$ cat config.mk
export PLATFORM = sky130hd
export DESIGN_NAME = cll_queue
export DESIGN_NICKNAME = d
export VERILOG_FILES = /design/src/rtl/cll_pkg.sv /design/src/rtl/cll_queue.sv
export SDC_FILE = /design/constraint.sdc
export NUM_CORES = 1
export LEC_CHECK = 0
export ABC_AREA = 1
export BUFFER_PORTS_ARGS = -buffer_cell sky130_fd_sc_hd__clkbuf_2
export CAP_MARGIN = 40
export CORE_MARGIN = 2
export CORE_UTILIZATION = 40
export CTS_CLUSTER_DIAMETER = 200
export DETAILED_ROUTE_END_ITERATION = 8
export HOLD_SLACK_MARGIN = 0.08
export SYNTH_ARGS = -nofsm -noshare
export SYNTH_HDL_FRONTEND = slang
export SYNTH_SLANG_ARGS = --single-unit
$ cat constraint.sdc
create_clock -name clk -period 4.31 [get_ports clk]
set_input_delay 0.6465 -clock clk [delete_from_list [all_inputs] [get_ports clk]]
set_output_delay 0.6465 -clock clk [all_outputs]
set_load 0.02 [all_outputs]
$ cat src/rtl/cll_pkg.sv
package cll_pkg;

  localparam int CAPACITY_DEF   = 256;
  localparam int DATA_WIDTH_DEF = 32;

  localparam int OPCODE_W    = 3;
  localparam int VALUE_W     = 32;
  localparam int STATUS_W    = 2;
  localparam int COUNT_OUT_W = 9;
  localparam int QUEUE_DEPTH = 2;

  localparam logic [OPCODE_W-1:0] OP_PUSH   = 3'd0;
  localparam logic [OPCODE_W-1:0] OP_DELETE = 3'd1;
  localparam logic [OPCODE_W-1:0] OP_NEXT   = 3'd2;
  localparam logic [OPCODE_W-1:0] OP_PREV   = 3'd3;
  localparam logic [OPCODE_W-1:0] OP_READ   = 3'd4;
  localparam logic [OPCODE_W-1:0] OP_CLEAR  = 3'd5;

  localparam logic [STATUS_W-1:0] STATUS_OK         = 2'd0;
  localparam logic [STATUS_W-1:0] STATUS_READ_EMPTY = 2'd1;
  localparam logic [STATUS_W-1:0] STATUS_FULL       = 2'd2;

  typedef enum logic [2:0] {
    CMD_PUSH   = 3'd0,
    CMD_DELETE = 3'd1,
    CMD_NEXT   = 3'd2,
    CMD_PREV   = 3'd3,
    CMD_READ   = 3'd4,
    CMD_CLEAR  = 3'd5,
    CMD_NOP    = 3'd6
  } cmd_t;

  typedef struct packed {
    cmd_t               cmd;
    logic [VALUE_W-1:0] value;
  } queue_entry_t;

endpackage

$ cat src/rtl/cll_queue.sv
module cll_queue (
  input  logic                  clk,
  input  logic                  rst_n,
  input  logic                  wr_en,
  input  cll_pkg::queue_entry_t wr_data,
  output logic                  full,
  input  logic                  rd_en,
  output cll_pkg::queue_entry_t rd_data,
  output logic                  not_empty
);

  localparam int PTR_W = $clog2(cll_pkg::QUEUE_DEPTH);
  localparam int CNT_W = $clog2(cll_pkg::QUEUE_DEPTH + 1);

  cll_pkg::queue_entry_t entries_r [cll_pkg::QUEUE_DEPTH];
  logic [PTR_W-1:0] wr_ptr_r, wr_ptr_nxt;
  logic [PTR_W-1:0] rd_ptr_r, rd_ptr_nxt;
  logic [CNT_W-1:0] cnt_r, cnt_nxt;
  logic             do_wr, do_rd;

  assign full      = (cnt_r == CNT_W'(cll_pkg::QUEUE_DEPTH));
  assign not_empty = (cnt_r != '0);
  assign do_wr     = wr_en && !full;
  assign do_rd     = rd_en && not_empty;
  assign rd_data   = entries_r[rd_ptr_r];

  always_comb begin
    wr_ptr_nxt = wr_ptr_r;
    rd_ptr_nxt = rd_ptr_r;
    cnt_nxt    = cnt_r;
    if (do_wr) begin
      wr_ptr_nxt = (wr_ptr_r == PTR_W'(cll_pkg::QUEUE_DEPTH - 1)) ? '0 : wr_ptr_r + PTR_W'(1);
    end
    if (do_rd) begin
      rd_ptr_nxt = (rd_ptr_r == PTR_W'(cll_pkg::QUEUE_DEPTH - 1)) ? '0 : rd_ptr_r + PTR_W'(1);
    end
    if (do_wr && !do_rd) begin
      cnt_nxt = cnt_r + CNT_W'(1);
    end else if (do_rd && !do_wr) begin
      cnt_nxt = cnt_r - CNT_W'(1);
    end
  end

  always_ff @(posedge clk) begin
    if (!rst_n) begin
      wr_ptr_r <= '0;
      rd_ptr_r <= '0;
      cnt_r    <= '0;
    end else begin
      wr_ptr_r <= wr_ptr_nxt;
      rd_ptr_r <= rd_ptr_nxt;
      cnt_r    <= cnt_nxt;
    end
  end

  always_ff @(posedge clk) begin
    if (do_wr) begin
      entries_r[wr_ptr_r] <= wr_data;
    end
  end

endmodule

Word-level counts from Yosys, hierarchy flattened
Memory sizes are Yosys's and may differ from the RTL's. A register that Yosys moved wholly into a read port is not among the register bits. Cells that the tools add are included.

Register bits after elaboration: 4. RAM bits: 70. Input bits: 39. Output and inout bits: 37. Memories kept: 1.

Add/subtract/negate cells: 4. Eq/ne operators: 1. Muxes and demuxes: 8. Reduce and logical (&&, ||, !) cells: 9.

Memory list: entries_r (words 2, bits a word 35, read ports 1, clocked after Yosys merged registers in 1, write ports 1, line cll_queue.sv:15) `cll_pkg::queue_entry_t entries_r [cll_pkg::QUEUE_DEPTH];`.

Operators by type and width (number): 2-to-1 mux 1 bit (6); logical AND 1 bit (4); 2-to-1 mux 2 bit (2); nonzero test 2 bit (2); logical NOT 1 bit (3); adder 1 bit (second input constant) (2); adder 2 x 1 -> 2 bit (second input constant) (1); equality test 2 bit (second input constant) (1); subtractor 2 x 1 -> 2 bit (second input constant) (1).

Longest topological paths before layout
Gate-level depths: netlist of the first run.

Word-level depth: 7. Gate-level depth with buffers: 10. Gate-level depth less buffers: 10.

Worst setup path before layout of the first run
Ideal clock, no wire load.

Path kind: input-to-reg. From: input wr_en. To: memory entries_r[1][0] in the netlist's numbering (enable). Setup time: 427 ps. Data arrival time: 2192 ps. Data required time: 3883 ps. Path slack: 1691 ps. Cell stages on the path: 2. Buffers on the path: 0. Cell sequence: o21ai_2 -> nor2_1.

Word-level cells in the longest chain between the ends: 3.

Ends and longest elaborated chain: start, declared (line cll_queue.sv:4) `input logic wr_en,`; logical AND 1 bit (line cll_queue.sv:23) `assign do_wr = wr_en && !full;`; 2-to-1 mux 1 bit (line cll_queue.sv:57) `if (do_wr) begin`; 2-to-1 mux 1 bit (implied by the code) (line cll_queue.sv:58) `entries_r[wr_ptr_r] <= wr_data;`; end, declared (line cll_queue.sv:15).

Every way passes these cells.

==> results.toml, run 1 <==
[worst_setup_path]
worstSetupPathType = "flip-flop to output port"
slowest_delay_ns = 0.70
crit_chain = "buf_12 > mux2_2 > clkbuf_2"
cp_num_buf_inv = 2
crit_family = "flip-flops"
cp.depth = 3
end_kind = "output port"
worst_r2r_startpoint = "cnt_r[1]"
required_ns = 3.66
crit_path_max_fanout = 19
worstPathArrival_ns = 1.83
r2r_cells = 4
startpoint_type = "flip-flop"
cp_slowest_cell = "dfxtp_2"

[timing]
grt_setup_unrepaired = "false"
min_period_over_period_pct = 57.5
clock_skew_ns = 0.00522
fin_crit_ns = 2.48
tns_ns = 0
hold_ws_ns = 0.490
setup_viol = 0
hold_viol_final = 0
max-slew-margin-rel_pct = 59.7
finalMaxSlewViolations = 0
fmax_ghz = 0.403
worst_pin_slew_ns = 0.604

[pwr]
p_int_mw = 1.58
p_switching_uw = 636
peakVddDrop_v = 0.000354
combPwrFrac_pct = 28.0
power_density_mw_per_mm2 = 603
swShare_pct = 28.7
pwr-share-clk_pct = 27.8
p_leak_nw = 1.48
seqPwrFrac_pct = 44.2

[routing]
dr_wl_met2_microns = 2410
via_per_inst = 4.48
vias = 1502
ant_nets = 0
wl_met3_microns = 263
totalWireLength_microns = 4950
wl_met1_microns = 2120
wl_per_cell_microns = 14.8
dr.max_layer_used = "met4"
drt_iter0_markers = 81
dr.pass1.iters = 4
post-route-drc-count = 0

[min_path]
hp-class = "input port to flip-flop"
hold_start = "wr_data[10]"
holdPathStages = 1

[finish]
finalInstanceArea_sq_mm = 0.00367
multiInputGateArea_sq_um = 637
diodes = 0
area_growth_pct = 25.6
seq_area_sq_mm = 0.00220
final_cell_count_no_fill = 335
final_nets = 271
fill_cells = 622
drive_above_1_share_pct = 55.1

[floorplan]
coreArea_sq_mm = 0.00718
die-area_sq_mm = 0.00801
ios = 76
dieHeight_microns = 89.5
placementRows = 31
die_w_microns = 89.5
start_util_pct = 40.8

[synth]
post_synth.cell_area_avg_sq_um = 20.0
ys_seq_elements = 75
synth_area_leaders = "edfxtp_1 (72%), mux2_4 (15%), dfxtp_1 (3.4%)"
seq_area_frac_synth_pct = 75.3
yosys.area.top_type = "edfxtp_1"
syn_inst = 146
synth.distinct_cells = 16
yosys_warnings = 0
synth_area_sq_mm = 0.00293
synth_top_area_share_pct = 71.9
syn_nets = 186

[clock_tree]
cts_sinks = 75
holdBufCountCts = 0
cts_buffer_depth = 2
cts_tree = "yes"
ctsResizeCount = 0
clk_latency_ns = 0.34
htreeDepth = 3
cts_root_buf = "clkbuf_8"
postCtsSetupBuffers = 0
path_clk_slew_ns = 0.07
numCtsBuffers = 9

[place]
io_buffers = 75
place_area_sq_mm = 0.00344
dpl.cell_count = 319
hpwl_microns = 3310
gp_congestion = 0.688

[status]
status = "completed"

[global_routing]
grt_pass1_vias = 1421
grt_pass1_wl_microns = 6960
grt_overflow_total = 0
track_usage_pct = 12.6
grt_max_degree = 20
antenna_found_initial = 0

[run]
max_cap_viol_count = 0
routing by layer:
layer / vias to the layer above / global-route usage, %
li1: 719 / -
met1: 724 / 14.3
met2: 48 / 20.0
met3: 11 / 3.97
met4: 0 / 9.36
met5: - / 0
metrics by stage:
step / setup WS, ns / total power, mW / utilization, %
3_3_place_gp: 1.96 / 1.58 / 47.0
3_5_place_dp: 2.16 / 1.63 / 48.0
5_1_grt: 1.76 / 2.32 / 51.2
4_1_cts: 1.78 / 2.24 / 51.2
6_report: 1.83 / 2.21 / 51.2
2_1_floorplan: 1.69 / 1.45 / -
power by group through the flow:
stage	clock network [mW]	registers (mW)	logic (mW)
6_report	0.616	0.978	0.620
5_1_grt	0.660	0.988	0.674
4_1_cts	0.631	0.981	0.631
3_5_place_dp	0	0.997	0.629
3_3_place_gp	0	1.02	0.564
2_1_floorplan	0	0.966	0.480
cell type report:
| type | count | share of cell area [%] |
|---|---|---|
| clock inverter | 7 | 2.89 |
| multi-input combinational | 59 | 17.3 |
| tap | 99 | 3.37 |
| timing repair buffer | 78 | 12.3 |
| clock buffer | 9 | 3.37 |
| inverter | 8 | 0.817 |
| sequential | 75 | 60.0 |
placed cells by master, fill, tap and decap left out, drive strengths merged:
cell type,count
a21oi,1
buf,3
bufinv,3
clkbuf,84
clkinv,4
dfxtp,5
edfxtp,70
ha,1
inv,8
mux2,35
nand2,7
nand3,1
nand4,1
nor2,9
o21a,1
o21ai,3
state kept, by name (all words and copies together) (netlist names), named ones only:
signal	cells
wr_ptr_r	1
entries_r	70
cnt_r	2
rd_ptr_r	1
synthesized netlist by cell type:
cell type and number:
nand3_1 1, buf_6 1, nor2_1 9, inv_1 8, o21ai_0 2, buf_12 3
ha_1 1, mux2_2 5, nand2_1 7, mux2_4 30, o21a_1 1, nand4_1 1
edfxtp_1 70, a21oi_1 1, dfxtp_1 5, o21ai_2 1
worst paths after layout:
path                                         end  slack, ns
worst max-delay path                 rd_data[20]       1.83
worst min-delay path            entries_r[0][10]       0.49
worst max register to register  entries_r[1][25]       2.71
worst min register to register         flip-flop       0.53
worst reg2reg max path: stages (launching register included):
cell and delay [ns]:
dfxtp_1 0.33, inv_1 0.12, o21ai_2 0.13, nor2_4 0.49
buf_16 0.24
cell families after synthesis:
| group | after synthesis | share of synthesized area (%) |
|---|---|---|
| muxes | 35 | 17.3 |
| buffers and inverters | 12 | 3.46 |
| AOI/OAI and AO/OA | 5 | 1.07 |
| DFF | 75 | 75.3 |
| and+or+nand+nor | 18 | 2.44 |
| adders and majority gates | 1 | 0.428 |
Power figures use the tool's default switching activity.
==> run 2, diff against run 1 <==
==> constraint.sdc (replaced) <==
create_clock -name clk -period 2.5 [get_ports clk]
set_input_delay 0.375 -clock clk [delete_from_list [all_inputs] [get_ports clk]]
set_output_delay 0.375 -clock clk [all_outputs]
set_load 0.02 [all_outputs]
==> run 2 against run 1 <==
Against the previous run:
- sequential cell count did not move
- critical path depth stayed put
- combinational power up 74%
- final area decreased by 1.3%
- critical endpoint unchanged
- largest power group unchanged
==> results.toml, run 2 (synthesized netlist as in run 1, its figures left out) <==
[clock_tree]
htreeDepth = 3
numCtsBuffers = 9
cts_tree = "yes"
cts_root_buf = "clkbuf_8"
cts_sinks = 75
ctsResizeCount = 0
path_clk_slew_ns = 0.08
holdBufCountCts = 0
postCtsSetupBuffers = 0
clk_latency_ns = 0.34
cts_buffer_depth = 2

[worst_setup_path]
required_ns = 2.12
cp_slowest_cell = "mux2_2"
crit_chain = "buf_12 > mux2_2 > clkbuf_2"
worstSetupPathType = "flip-flop to output port"
slowest_delay_ns = 0.38
cp_num_buf_inv = 2
crit_family = "buffers and inverters"
worstPathArrival_ns = 1.48
end_kind = "output port"
crit_path_max_fanout = 35
startpoint_type = "flip-flop"

[place]
gp_congestion = 0.686
io_buffers = 75
hpwl_microns = 3150

[finish]
layout_common_cells = "clkbuf_2 (75), edfxtp_1 (70), mux2_4 (30), clkbuf_8 (9), inv_1 (8)"
area_growth_pct = 24.0
fill_cells = 612
largest_register = "entries_r"
diodes = 0
largest_reg_flops = 70
final_nets = 272
drive_above_1_share_pct = 56.2
final_common_cell = "clkbuf_2"
largestRegisters = "entries_r: 70 flops, cnt_r: 2 flops"

[pwr]
p_leak_nw = 1.46
combPwrFrac_pct = 29.3
p_int_mw = 2.60
seqPwrFrac_pct = 44.5
p_switching_mw = 1.09
peakVddDrop_v = 0.000547
pwr-share-clk_pct = 26.1
swShare_pct = 29.5
power_density_mw_per_mm2 = 1020

[timing]
fmax_ghz = 0.539
setup_viol = 0
max-slew-margin-rel_pct = 67.3
tns_ns = 0
clock_skew_ns = 0.00911
hold_viol_final = 0
hold_ws_ns = 0.219
finalMaxSlewViolations = 0
worst_pin_slew_ns = 0.489
grt_setup_unrepaired = "false"
min_period_over_period_pct = 74.2
fin_crit_ns = 1.86

[global_routing]
grt_use_met2_pct = 19.5
grt_util_met1_pct = 14.9
grt_pass1_vias = 1423
track_usage_pct = 12.5
busiest_layer = "met2"
antenna_found_initial = 0
grt_max_degree = 36
grt_pass1_wl_microns = 7050
use_met3_pct = 3.51
grt_overflow_total = 0

[run]
max_cap_viol_count = 0

[floorplan]
die_w_microns = 89.5
coreArea_sq_mm = 0.00718
placementRows = 31
dieHeight_microns = 89.5
ios = 76
die-area_sq_mm = 0.00801
start_util_pct = 40.8

[status]
status = "completed"

[routing]
ant_nets = 0
drt_iter0_markers = 104
vias = 1483
via_per_inst = 4.44
totalWireLength_microns = 4720
wl_per_cell_microns = 14.1
dr.pass1.iters = 3
post-route-drc-count = 0

[min_path]
hp-class = "input port to flip-flop"
==> run 2: final timing paths <==
kind / startpoint / endpoint / slack [ns] / cells past startpoint
setup reg to reg: cnt_r[1] / cnt_r[1] / 0.95 / 9
setup / recovery: flip-flop / rd_data[20] / 0.64 / 3
hold reg to reg: rd_ptr_r / rd_ptr_r / 0.50 / 2
hold / removal: wr_data[10] / entries_r[1][10] / 0.22 / 1
==> run 2: metal layers <==
layer | vias up | wire, microns | share of wire, %
met1 | 714 | 2020 | 43
met3 | 9 | 253 | 5.4
met5 | - | 0 | 0
li1 | 719 | - | -
met2 | 41 | 2310 | 49
met4 | 0 | 131 | 2.8
==> run 2: cell type report <==
cell class | count | area, sq um | area share [%]
flip-flops and latches | 75 | 2200 | 60.7
clock buffers | 9 | 124 | 3.41
repair buffers | 79 | 430 | 11.9
well taps | 99 | 124 | 3.41
inverters | 8 | 30.0 | 0.828
multi-input cells | 59 | 637 | 17.6
clock inverters | 5 | 80.1 | 2.21
==> run 2: stage by stage <==
| stage | total power [mW] | cell area [sq um] | utilization (%) | std cells | setup slack [ns] |
|---|---|---|---|---|---|
| final | 3.69 | 3630 | 50.6 | 334 | 0.645 |
| after global routing | 3.88 | 3630 | 50.6 | 334 | 0.587 |
| after CTS | 3.75 | 3630 | 50.6 | 334 | 0.604 |
| after detailed placement | 2.78 | 3420 | 47.7 | 320 | 0.943 |
| after global placement | 2.76 | 3420 | 47.7 | 320 | 0.959 |
| after floorplan | 2.49 | 2930 | - | 146 | 0.105 |
==> run 2: power groups by stage <==
stage	registers, mW	logic [mW]	clock network, mW
2_1_floorplan	1.66	0.828	0
3_3_place_gp	1.67	1.09	0
3_5_place_dp	1.68	1.10	0
4_1_cts	1.65	1.11	0.993
5_1_grt	1.66	1.18	1.04
6_report	1.65	1.08	0.964
